### src/hw/rtl/smms_pkg.sv
// ----------------------------------------------------------------------------
// smms_pkg: shared types and codes for the shared memory multi-stack unit
// Holds the result status codes, controller states and the command and
// status structs that pass between controller and datapath.
// ----------------------------------------------------------------------------
package smms_pkg;

    typedef enum logic [1:0] {
        ST_DONE  = 2'd0,
        ST_FULL  = 2'd1,
        ST_EMPTY = 2'd2
    } status_t;

    typedef enum logic [2:0] {
        S_IDLE,
        S_DECIDE,
        S_SHIFT_RD,
        S_SHIFT_WR,
        S_ADJUST,
        S_EXEC,
        S_POP_RD,
        S_OUT
    } state_t;

    typedef struct packed {
        logic load;
        logic decide;
        logic shift_rd;
        logic shift_wr;
        logic adjust;
        logic exec;
        logic pop_rd;
        logic finish;
    } cmd_t;

    typedef struct packed {
        logic refused;
        logic need_shift;
        logic is_pop;
        logic shift_last;
    } stat_t;

endpackage

### src/hw/rtl/smms_ctrl.sv
// ----------------------------------------------------------------------------
// smms_ctrl: controller of the shared memory multi-stack unit
// Sequences decision, word shifting, pointer update, pop read and the result transfer.
// ----------------------------------------------------------------------------
module smms_ctrl (
    input  logic             aclk,
    input  logic             aresetn,
    input  logic             in_fire,
    input  logic             out_fire,
    input  smms_pkg::stat_t  st,
    output smms_pkg::cmd_t   cmd,
    output logic             busy
);

    smms_pkg::state_t state_reg, state_next;

    always_ff @(posedge aclk) begin
        if (!aresetn) begin
            state_reg <= smms_pkg::S_IDLE;
        end else begin
            state_reg <= state_next;
        end
    end

    always_comb begin
        state_next = state_reg;
        unique case (state_reg)
            smms_pkg::S_IDLE: begin
                if (in_fire) state_next = smms_pkg::S_DECIDE;
            end
            smms_pkg::S_DECIDE: begin
                if (st.refused) state_next = smms_pkg::S_OUT;
                else if (st.is_pop) state_next = smms_pkg::S_POP_RD;
                else if (st.need_shift) state_next = smms_pkg::S_SHIFT_RD;
                else state_next = smms_pkg::S_EXEC;
            end
            smms_pkg::S_SHIFT_RD: begin
                if (st.shift_last) state_next = smms_pkg::S_ADJUST;
                else state_next = smms_pkg::S_SHIFT_WR;
            end
            smms_pkg::S_SHIFT_WR: state_next = smms_pkg::S_SHIFT_RD;
            smms_pkg::S_ADJUST:   state_next = smms_pkg::S_EXEC;
            smms_pkg::S_POP_RD:   state_next = smms_pkg::S_EXEC;
            smms_pkg::S_EXEC:     state_next = smms_pkg::S_OUT;
            smms_pkg::S_OUT: begin
                if (out_fire) state_next = smms_pkg::S_IDLE;
            end
            default: state_next = smms_pkg::S_IDLE;
        endcase
    end

    always_comb begin
        cmd = '0;
        busy = 1'b1;
        unique case (state_reg)
            smms_pkg::S_IDLE: begin
                busy = 1'b0;
                cmd.load = in_fire;
            end
            smms_pkg::S_DECIDE:   cmd.decide = 1'b1;
            smms_pkg::S_SHIFT_RD: cmd.shift_rd = 1'b1;
            smms_pkg::S_SHIFT_WR: cmd.shift_wr = 1'b1;
            smms_pkg::S_ADJUST:   cmd.adjust = 1'b1;
            smms_pkg::S_POP_RD:   cmd.pop_rd = 1'b1;
            smms_pkg::S_EXEC:     cmd.exec = 1'b1;
            smms_pkg::S_OUT:      cmd.finish = out_fire;
            default:              busy = 1'b1;
        endcase
    end

endmodule

### config.mk
export PLATFORM = sky130hd
export DESIGN_NAME = smms_ctrl
export DESIGN_NICKNAME = d
export VERILOG_FILES = /design/src/hw/rtl/smms_pkg.sv /design/src/hw/rtl/smms_ctrl.sv
export SDC_FILE = /design/constraint.sdc
export NUM_CORES = 1
export LEC_CHECK = 0
export BUFFER_PORTS_ARGS = -buffer_cell sky130_fd_sc_hd__buf_4
export CAP_MARGIN = 20
export CORE_AREA = 2 2 39 41
export CTS_CLUSTER_SIZE = 12
export DETAILED_ROUTE_END_ITERATION = 10
export DIE_AREA = 0 0 41 43
export GPL_TIMING_DRIVEN = 0
export PLACE_DENSITY = 0.54
export SYNTH_ARGS = -nofsm -noshare
export SYNTH_HDL_FRONTEND = slang
export SYNTH_SLANG_ARGS = --single-unit
### constraint.sdc
create_clock -name aclk -period 1.35 [get_ports aclk]
set_input_delay 0.135 -clock aclk [delete_from_list [all_inputs] [get_ports aclk]]
set_output_delay 0.135 -clock aclk [all_outputs]
set_load 0.02 [all_outputs]
* Yosys cells after proc, flatten, opt, wreduce, memory -nomap -nowiden
Cells that the tools add are included.
Cells by class: equal/unequal tests 9, muxes and demuxes 16, reductions and logical operators 3
Operators with widths (number):
- $pmux W3 S7 | 1
- $mux W3 | 6
- $eq A3 B3 Y1 const B | 4
- $mux W1 | 9
- $eq A3 B2 Y1 const B | 2
- $ne A2 B2 Y1 const B | 2
- $eq A3 B1 Y1 const B | 1
- $logic_not A3 Y1 | 1
- $reduce_and A2 Y1 | 1
- $reduce_or A2 Y1 | 1
Word-level totals: register bits after elaboration 3, input port bits 8, output and inout bits 9, logic and storage cells 29

* Logic depth before layout (Yosys ltp)
Gate-level depths: netlist of the first run.
depth in word-level cells 4, gate-level depth with buffers 4, gate-level depth less buffers 3

* Worst setup path before layout of the first run
OpenSTA, ideal clock, no wires.
path kind register -> register, start point reg state_reg[0], end point reg state_reg[0], library setup time 0.120 ns, arrival 1.081 ns, data required time 1.230 ns, slack 0.149 ns, stages on the path, launching flop included 5, buffers on the path 1, period minus slack after synthesis 1.201 ns, cell sequence dfxtp_1 buf_6 or4_4 o211ai_1 o21ai_2
Between the ends: word-level cells in the longest chain between the ends 3, elaborated cells between the ends (all ways) 13, those cells by class eq/ne: 9; mux: 1; reduce/logical: 3
RTL lines:
- start: declaration | RTL line smms_ctrl.sv:15 | smms_pkg::state_t state_reg, state_next;
- start signal: assignment | RTL line smms_ctrl.sv:19 | state_reg <= smms_pkg::S_IDLE;
- start signal: assignment | RTL line smms_ctrl.sv:21 | state_reg <= state_next;
- $eq A3 B3 Y1 / $logic_not A3 Y1 (equally long branches) | RTL line smms_ctrl.sv:27 | unique case (state_reg)
- $reduce_or A2 Y1 (no source line) / $ne A2 B2 Y1 (equally long branches)
- $pmux W3 S7 / $reduce_and A2 Y1 (equally long branches)
Parallel ways exist; a longest one is shown, timed or not. A chain may end at the register's enable or synchronous reset.

==> results of run 1 <==
## routing by layer
| layer | vias to the layer above | track usage (%) | part of all wire, % |
|---|---|---|---|
| met1 | 139 | 15.4 | 53 |
| met2 | 12 | 11.3 | 37 |
| met3 | 0 | 4.71 | 9.2 |
| met4 | 0 | 2.00 | 0 |
| met5 | - | 0 | 0 |
| li1 | 178 | - | - |
## worst max-delay path: stages (launching register included)
cell and delay [ns]:
dfxtp_1 0.31, buf_6 0.13, inv_1 0.12, nor3b_1 0.20, buf_4 0.17
## logic make-up (layout without fill, tap and decap cells)
kind of cell | Yosys count | count (layout) | synth area share [%]
and+or+nand+nor | 19 | 19 | 38.1
AOI/OAI and AO/OA | 10 | 10 | 28.1
DFF | 3 | 3 | 20.8
buffers and inverters | 5 | 25 | 13.0
## area by class of cell
type                       count  area, um2
fill                         164        926
tap                           16       20.0
inverter                       2       7.51
buffer                         3       30.0
sequential                     3       62.6
multi-input combinational     29        191
timing repair buffer          16        120
clock buffer                   4       26.3
## through the flow
stage               setup TNS [ns]  power [mW]  cell area [um2]
finish                           0        1.03              458
global route                -0.174        1.11              458
CTS                              0        1.04              457
detailed placement               0       0.868              429
global placement                 0       0.870              429
floorplan                        0       0.646              289
## how the worst min path moves through the flow
stage	startpoint	endpoint	slack [ns]	cells after the start
global placement	aresetn	state_reg[2]	0.42	2
global route	aresetn	state_reg[2]	0.19	2
detailed placement	aresetn	state_reg[2]	0.43	2
finish	aresetn	state_reg[1]	0.18	3
CTS	aresetn	state_reg[2]	0.18	2
floorplan	aresetn	state_reg[1]	0.28	2
## cells in the final DEF (no fill, tap or decap)
cell and n:
a21boi_0 1, a21boi_1 1, a21oi_1 2, a2bb2oi_1 1, and3_1 2, buf_4 17
buf_6 2, clkbuf_1 1, clkbuf_4 3, dfxtp_1 1, dfxtp_2 2, inv_1 2
nand2_1 3, nand3_1 1, nor2_1 5, nor3_1 1, nor3b_1 4, o2111ai_2 1
o211ai_1 2, o21ai_2 1, o311ai_0 1, or2b_2 1, or4_1 1, or4_4 1
## power by group
group	total, mW	internal [mW]	leakage, nW	switching (mW)
registers	0.181	0.135	0.0256	0.0460
logic	0.690	0.323	0.169	0.367
clock network	0.162	0.111	0.0150	0.0511
total	1.03	0.569	0.209	0.464
## repair_timing
item / in CTS / in global routing
endpoints found under the setup margin: 3 / 7
buffers inserted: 0 / 0
gates resized for setup: 1 / 1
cloned: 0 / 0
==> flow_results.org, run 1 <==
** Job
- Total of max-cap violations :: 0

** Clocking
- CTS built an H-tree with a depth of 1.
- Root buffer cell :: clkbuf_4
- The clock passes through at most 2 buffers.
- The number of hold buffers added after CTS was 0.
- Clock Latency Late Sink :: 0.24 ns
- Clock-pin slew was measured on the worst setup and hold paths at about 0.040 ns.
- TritonCTS built the clock tree.
- Clock tree synthesis found a total of 3 sinks.
- Clock buffer count from CTS :: 3

** Synthesis
- Summing the sequential cell areas from Yosys gives roughly 21% of the chip area.
- The netlist uses 21 different library cells.
- Among all flip-flop cells after synthesis, the most frequent one is dfxtp_1.
- The mapped netlist covers around 290 um2.
- For this run, asynchronously set or reset flops after synthesis account for 0%.
- Net Count, Synth :: between 40 and 50
- Top post-synthesis cells by area :: dfxtp_1, nor3b_1, buf_6
- In the synthesized netlist, the number of instances is 37.
- Cell type with the highest aggregate area in the netlist :: dfxtp_1
- The commonest cells after synthesis are nor2_1, nor3b_1, dfxtp_1, nand2_1.
- Count of flip-flops with a built-in enable after synthesis :: 0
- Summed over its instances, the top area cell type makes up 20.8% of the synthesized netlist area.
- In this run the mean area of a mapped cell was approximately 7.8 um2.
- In this run, synthesis produced a sequential element count of 3.
- YS warnings :: 0
- Library cell with the highest instance count after synthesis :: nor2_1

** Global route
- The number of antenna violations at the first check in global routing was 0.
- Largest net degree at the start of global routing :: 11
- Global routing finished with a remaining overflow of 0.
- The via count of the first global-routing pass was around 260.
- First-pass GRT wire length :: between 1000 and 1500 um
- Across every metal layer, demand over resource in global routing totals approximately a tenth.

** STA
- Hold slack :: 0.182 ns
- Of the available clock period, the critical path in the final layout requires a little over nine tenths.
- The final-report hold violation count is 0.
- Final setup violation count :: 0
- Final Max Slew Viols :: 0
- After layout, the minimum clock period comes to approximately 1.3 ns.
- Transition time at the pin with the least slew margin :: ~0.3 ns
- Once routing completed, OpenROAD measured the worst setup slack at between 0.05 and 0.06 ns.
- Worst slew margin :: around 80%
- Timing would allow up to approximately 0.77 GHz.
- For the final database, setup skew stands at roughly 0.0012 ns.
- RSZ-0062 raised after global routing :: yes

** Drt
- The final layout contains routed wiring with a total length of ~790 um.
- Violation count after the first detailed-routing iteration :: 5
- The first detailed-routing pass ran for 4 iterations.
- For this run, design rule violations remaining after detail routing come to 0.
- After detailed routing, the number of vias per cell comes to 4.51.
- Summing over every cut layer, the via total after detailed routing is approximately 330.
- Antenna-violating nets left :: 0
- Avg WL per Cell :: about 11 um

** Critical path
- Launch instance of the worst register-to-register path :: state_reg[0]
- The worst register-to-register path ends at state_reg[0].
- In this run the register-to-register setup slack is ~0.11 ns.
- Following the worst setup path forward leads to its endpoint at cmd[2].
- Depth of the worst register-to-register path :: 4
- CP Data Arrival Time :: between 1 and 1.5 ns
- The worst setup path is of the reg2out kind.
- Tracing the worst setup path back leads to its startpoint at state_reg[0].
- Data on the critical path is required at its endpoint by 1.22 ns.
- STA classifies the critical path endpoint as a primary output.
- The worst setup path is launched from a flip-flop.
- Worst Path Max Fanout :: 9

** Hold path
- The path class of the tightest hold or removal check is in2reg.

** Power and ir drop
- Summed over all cells, the static leakage comes to ~0.21 nW.
- For this design the ratio of total power to cell area is between 2000 and 2500 mW/mm2.
- Worst IR Drop VDD :: 0.807 mV

** Placement
- After legalization and detailed placement, the total HPWL measured about 550 um.
- At the end of routability-driven placement, the weighted congestion stood at approximately 0.81.
- After detailed placement, the design holds a cell count of 69.
- Before CTS, the worst setup slack after placement is about 0.11 ns.
- Number of I/O port buffers :: 16

** Run status
- Run status :: completed

** Finish
- Fraction of layout cells with a size suffix above 1 :: approximately half
- The area growth from synthesis to layout is 58.4%.
- After the last flow step, the layout net total stands at 66.
- Leaving out filler cells and counting taps, the final layout contains 73.
- 0 antenna diodes ended up in the layout.
- At the end of the flow the core is filled with cells to about 33%.
- The register with the most flip-flops in the layout has 3 of them.

** Floorplan
- The floorplan has 14 rows.
- From bottom edge to top edge, the die measures 43 um.
- The die is 41 um wide.
- The total area inside the core boundary comes to approximately 0.0014 mm2.
- The floorplan step defined a die boundary enclosing 0.00176 mm2.
- Ports placed on the boundary :: 17
- Initial standard-cell utilization of the core :: between 20% and 30%
No activity file was read; power rests on OpenSTA's default activity.
==> run 2, diff against run 1 <==
Settings changed: SETUP_SLACK_MARGIN from default to 0.3.
==> run 2 against run 1 <==
Against the previous run:
- sequential power grew 9%
- fmax grew 0.23%
- count of clock-buffer cells in the layout is the same
- power grew 23%
- utilization grew 7.0 points
- sequential share of layout area shrank 1.7 points
- wire length grew 11%
- worst hold slack gained 0.0055 ns
- highest routed layer unchanged
==> flow_results.org, run 2 (synthesis gave the netlist of run 1 again) <==
** Run status
- The flow ran to the end, and the final reports show no timing, DRC or antenna violations.

** STA
- The shortest clock period the worst path allows after layout was 1.30 ns (-0.00304 ns).
- Max frequency :: 0.772 GHz (+0.23%)
- The maximum clock skew at final layout was 0.00183 ns (+0.000659 ns).
- The worst slew margin relative to its limit was 79.2% (-0.31 points).
- Number of endpoints with negative hold slack in the final report :: 0 (unchanged)
- Final setup violation count :: 0 (unchanged)
- RSZ-0062 raised after global routing :: yes
- The final count of pins violating max slew came to 0 (unchanged).
- Final-layout setup total negative slack :: 0 ns (unchanged)
- The share of the clock period used by the worst path after layout came to 96.0% (-0.23 points).
- Transition time at the pin with the least slew margin :: 0.308 ns (+0.00455 ns)

** Floorplan
- Initial standard-cell utilization of the core :: 20.9% (unchanged)
- Ports placed on the boundary :: 17 (unchanged)
- The die span in x came to 41 um (unchanged).
- Die boundary height :: 43 um (unchanged)
- Total die area :: 0.00176 mm2 (unchanged)
- Number of rows in the core area :: 14 (unchanged)
- Floorplan Core Area :: 0.00138 mm2 (unchanged)

** Global route
- Total congestion overflow :: 0 (unchanged)
- The global-route wire length before repair came to 1190 um (+1.7%).
- Combined global-route utilization of all metal layers :: 9.73% (+0.10 points)
- The via count of the first global-routing pass came to 291 (+14%).
- Initial antenna violation count :: 0 (unchanged)
- The largest net degree at the start of global routing came to 11 (unchanged).

** Job
- Total of max-cap violations :: 0 (unchanged)

** Clocking
- Total clock sinks :: 3 (unchanged)
- Clock buffer count from CTS :: 3 (unchanged)
- The maximum level of the CTS H-tree came to 1 (unchanged).
- TritonCTS clock tree :: yes
- The deepest clock path buffer count was 2 (unchanged).
- Clock Latency Late Sink :: 0.23 ns (about the same)
- The cell sitting at the root of the clock tree is a clkbuf_4.
- Number of buffers added to fix hold violations after cts :: 0 (unchanged)
- The clock transition at the registers of the reported paths is 0.04 ns (about the same).

** Drt
- Antenna-violating nets left :: 0 (unchanged)
- The number of remaining DRC errors was 0 (unchanged).
- The via count of the routed design came to 363 (+10%).
- Average vias per placed instance :: 4.71 (+4.6%)
- The DRC violation total after the first TritonRoute iteration was 3 (-2).
- Avg WL per Cell :: 11.4 um (+5.7%)
- Final Routed Wirelength :: 876 um (+11%)
- TritonRoute pass-1 iters :: 3 (-1)

** Finish
- Antenna diode instance count :: 0 (unchanged)
- From synthesis to final layout, the design area changed by 91.8%.
- The flip-flop count of the largest register, all copies and words added came to 3 (unchanged).
- In the layout the commonest cells are buf_4, buf_6, nor3b_2, nor2_1, clkbuf_4.
- Fraction of layout cells with a size suffix above 1 :: 72.1% (+23 points)
- The share of the core filled with cells was 40.1% (+7.0 points).
- Layout fillers :: 167 (+1.8%)
- Layout Nets :: 70 (+6.1%)
- Commonest non-fill, non-tap cell in the layout :: buf_4

** Power and ir drop
- Worst IR Drop VDD :: 1.02 mV (+26%)
- Power per unit of standard cell area :: 2290 mW/mm2 (+1.6%)
- The static power due to leakage came to 0.242 nW (+16%).

** Critical path
- Required time of the critical path :: 1.46 ns (+0.24 ns)
- The arrival time of data at the critical path endpoint was 1.41 ns (+0.25 ns).
- Type of element launching the critical path :: flip-flop
- Category of the critical setup timing path :: reg2reg
- STA classifies the critical path endpoint as a flip-flop.
- Worst Path Max Fanout :: 5 (-4)

** Placement
- Number of I/O port buffers :: 16 (unchanged)
- The final RePlAce weighted congestion came to 0.783 (-3.1%).
- The detailed placer's ending HPWL was 566 um (+2.0%).

** Hold path
- The tightest min-delay check is of the in2reg type.
## run 2: cell types whose count changed in the layout (fill, tap and decap cells not counted), sizes merged
| cell | before | now |
|---|---|---|
| buf | 19 | 23 |
| clkinvlp | 0 | 1 |
| inv | 2 | 1 |
## run 2: power breakdown
group / internal, mW / switching (mW)
Sequential: 0.145 / 0.0520
Combinational: 0.471 / 0.450
Clock: 0.111 / 0.0431
Total: 0.726 / 0.545
## run 2: critical path, stage by stage, from the launching register on
cell and delay, ns:
dfxtp_2 0.30, buf_6 0.11, buf_4 0.15, or4_4 0.42, o211ai_1 0.12, o21ai_2 0.07
## run 2: layer usage
| metal | share of wire (%) | GRT usage (%) | vias to the layer above | wire length, um |
|---|---|---|---|---|
| met5 | 0 | 0 | - | 0 |
| met4 | 0 | 6.00 | 0 | 0 |
| met3 | 5.3 | 0 | 0 | 46 |
| met2 | 51 | 14.1 | 9 | 449 |
| met1 | 43 | 13.8 | 170 | 380 |
| li1 | - | - | 184 | - |
## run 2: stage by stage
| stage | cells | worst slack, ns | hold WS, ns | instance area, um2 | power [mW] |
|---|---|---|---|---|---|
| 2_1_floorplan | 37 | 0.163 | 0.281 | 295 | 0.657 |
| 3_3_place_gp | 69 | 0.157 | 0.420 | 435 | 0.881 |
| 3_5_place_dp | 69 | 0.158 | 0.432 | 435 | 0.878 |
| 4_1_cts | 76 | 0.0525 | 0.189 | 527 | 1.20 |
| 5_1_grt | 77 | 0.0151 | 0.198 | 554 | 1.34 |
| 6_report | 77 | 0.0538 | 0.187 | 554 | 1.27 |
## run 2: layout make-up
type	instances	area, um2	share of cell area (%)
sequential	3	66.3	12.0
clock buffer	4	26.3	4.74
multi-input combinational	29	235	42.4
inverter	2	11.3	2.03
buffer	3	33.8	6.09
timing repair buffer	20	161	29.1
tap	16	20.0	3.61
## run 2: worst paths after layout
kind / start / to / slack (ns) / cells past startpoint
worst min-delay path: aresetn / state_reg[1] / 0.19 / 3
worst min register to register: state_reg[2] / state_reg[0] / 0.60 / 3
worst max-delay path: state_reg[0] / state_reg[0] / 0.05 / 5
worst max register to register: state_reg[0] / state_reg[0] / 0.05 / 5
## run 2: what timing repair did
item / CTS / global route
gates resized for setup: 12 / 5
setup endpoints to repair: 11 / 12
hold endpoints to repair: 0 / 0
pin swaps: 6 / 3
buffers inserted: 3 / 1
==> run 3, diff against run 2 <==
Settings changed: BUFFER_PORTS_ARGS -buffer_cell sky130_fd_sc_hd__buf_4 to default, DONT_BUFFER_PORTS from default to 1, PLACE_DENSITY 0.54 to 0.43.
==> run 3 against run 2 <==
Against the previous run:
- register-to-register slack got worse by 0.02 ns
- worst hold slack got worse by 0.14 ns
- worst setup slack got worse by 0.020 ns
- sequential power about the same
- non-clock buffer count decreased by 17
- die area unchanged
- via count decreased by 18%
- utilization decreased by 6.9 points
- critical path type unchanged
- critical endpoint unchanged
==> flow_results.org, run 3 (synthesis gave the netlist of run 1 again) <==
** Global route
- First-pass GRT wire length :: 1170 um (-1.7%)
- Largest net degree at the start of global routing :: 11 (unchanged)
- The remaining global-route overflow came to 0 (unchanged).
- The via count of the first global-routing pass is 288 (-1.0%).
- Combined global-route utilization of all metal layers :: 9.64% (-0.091 points)
- The number of antenna violations at the first check in global routing was 0 (unchanged).

** STA
- The maximum clock skew at final layout came to 0.00397 ns (+0.00214 ns).
- Transition time at the pin with the least slew margin :: 0.323 ns (+0.0146 ns)
- Final-layout setup total negative slack :: 0 ns (unchanged)
- Final Max Slew Viols :: 0 (unchanged)
- The share of the clock period used by the worst path after layout is 97.5% (+1.5 points).
- Number of endpoints with negative hold slack in the final report :: 0 (unchanged)
- The worst slew margin relative to its limit was 78.2% (-0.99 points).
- Final setup violation count :: 0 (unchanged)
- RSZ-0062 raised after global routing :: yes
- The highest attainable clock frequency is 0.760 GHz (-1.5%).
- The tightest hold margin was 0.0467 ns (-0.141 ns).
- Slack of the critical path :: 0.0341 ns (-0.0197 ns)
- The shortest clock period the worst path allows after layout came to 1.32 ns (+0.0197 ns).

** Drt
- Via count of the routed design :: 298 (-18%)
- Avg WL per Cell :: 14.0 um (+23%)
- Final Routed Wirelength :: 837 um (-4.5%)
- Average vias per placed instance :: 4.97 (+5.4%)
- Antenna-violating nets left :: 0 (unchanged)
- The detailed-router iteration count before antenna repair was 2 (-1).
- Post-detailed-route DRC marker count :: 0 (unchanged)
- The DRC violation total after the first TritonRoute iteration was 1 (-2).

** Clocking
- Root buffer cell :: clkbuf_4
- TritonCTS built the clock tree.
- The number of buffers created by CTS came to 3 (unchanged).
- Reg clk slew, reported paths :: 0.04 ns (about the same)
- The count of hold buffers inserted by post-cts repair came to 0 (unchanged).
- The deepest clock path buffer count came to 2 (unchanged).
- The maximum level of the CTS H-tree was 1 (unchanged).
- The worst-skew pair later-pin latency is 0.23 ns (about the same).
- Total clock sinks :: 3 (unchanged)

** Floorplan
- The starting utilization of the core area is 20.9% (unchanged).
- Number of rows in the core area :: 14 (unchanged)
- The overall die height is 43 um (unchanged).
- Die span in x :: 41 um (unchanged)
- The I/O pin count is 17 (unchanged).
- The floorplan die area is 0.00176 mm2 (unchanged).
- The placeable core region was 0.00138 mm2 (unchanged).

** Critical path
- STA classifies the critical path startpoint as a flip-flop.
- Critical Path End Type :: flip-flop
- The critical path is of the reg2reg type.
- Required time of the critical path :: 1.46 ns (about the same)
- Worst Path Max Fanout :: 8 (+3)
- The arrival time of data at the critical path endpoint came to 1.42 ns (about the same).

** Job
- The number of maximum-capacitance violations came to 0 (unchanged).

** Finish
- Antenna diode instance count :: 0 (unchanged)
- The top cell types in the final layout, fill and taps aside, are nor3b_4, nor2_1, clkbuf_4, buf_4.
- Utilization of the core after routing :: 33.2% (-6.9 points)
- Leaving out fill and tap cells, the most frequent cell in the layout is nor3b_4.
- Layout fillers :: 151 (-9.6%)
- Fraction of layout cells with a size suffix above 1 :: 68.2% (-3.9 points)
- Layout Nets :: 53 (-24%)
- Relative to the synthesized area, the layout overhead comes to 58.9%.
- The flip-flop count of the largest register, all copies and words added is 3 (unchanged).

** Placement
- The final RePlAce weighted congestion is 0.705 (-10%).
- The worst slack at placement came to 0.0614 ns (-0.0968 ns).
- HPWL after detailed placement :: 531 um (-6.1%)
- The number of input and output port buffers inserted came to 0 (-16).

** Power and ir drop
- Power per unit of standard cell area :: 2590 mW/mm2 (+13%)
- The maximum resistive drop on vdd was 0.716 mV (-30%).
- The static power due to leakage was 0.157 nW (-35%).
- Overall power after layout :: 1.19 mW (-6.4%)

** Run status
- Run status :: completed

** Hold path
- The tightest min-delay check is of the in2reg type.
-- run 3: cell count changes in the layout (fill, tap and decap cells not counted), moves of 2 or more --
cell	delta
buf_6	-4
and3_2	+2
buf_4	-14
nor3b_4	+4
and3_1	-2
nor3b_2	-4
-- run 3: path summary, 6_finish.rpt --
| path | from | end | slack, ns | depth (start not counted) |
|---|---|---|---|---|
| worst min register to register | state_reg[1] | state_reg[0] | 0.60 | 3 |
| worst max register to register | state_reg[0] | state_reg[0] | 0.03 | 5 |
| worst min-delay path | aresetn | state_reg[1] | 0.05 | 2 |
| worst max-delay path | state_reg[0] | state_reg[0] | 0.03 | 5 |
-- run 3: through the flow --
step | std cells | area (um2)
2_1_floorplan | 37 | 295
3_3_place_gp | 53 | 315
3_5_place_dp | 53 | 315
4_1_cts | 60 | 447
5_1_grt | 60 | 459
6_report | 60 | 459
-- run 3: what timing repair did --
action	4_1_cts	5_1_grt
pin swaps	5	1
endpoints found under the setup margin	11	12
setup buffers	3	0
gates resized for setup	20	4
-- run 3: area by class of cell --
cell class,count,area [um2],area share [%]
Inverter,2,11.3,2.45
Sequential cell,3,66.3,14.4
Tap cell,16,20.0,4.36
Buffer,3,37.5,8.17
Timing Repair Buffer,3,22.5,4.90
Multi-Input combinational cell,29,275,59.9
Clock buffer,4,26.3,5.72
-- run 3: per-layer routing --
metal  track usage, %  up-vias  routed length [um]
li1                 -      151                   -
met2             10.9       11                 355
met3             4.19        0                  62
met5                0        -                   0
met4             4.00        0                   0
met1             15.1      136                 419
-- run 3: worst max-delay path, stage by stage (launching register included) --
cell and delay, ns:
dfxtp_2 0.31, buf_6 0.11, buf_4 0.17, or4_4 0.43, o211ai_1 0.11, o21ai_2 0.07
-- run 3: where the power goes --
part           leakage, nW  internal, mW  total (mW)  switching (mW)
registers           0.0261         0.145       0.198          0.0537
clock network       0.0150         0.111       0.158          0.0473
logic                0.116         0.361       0.833           0.472
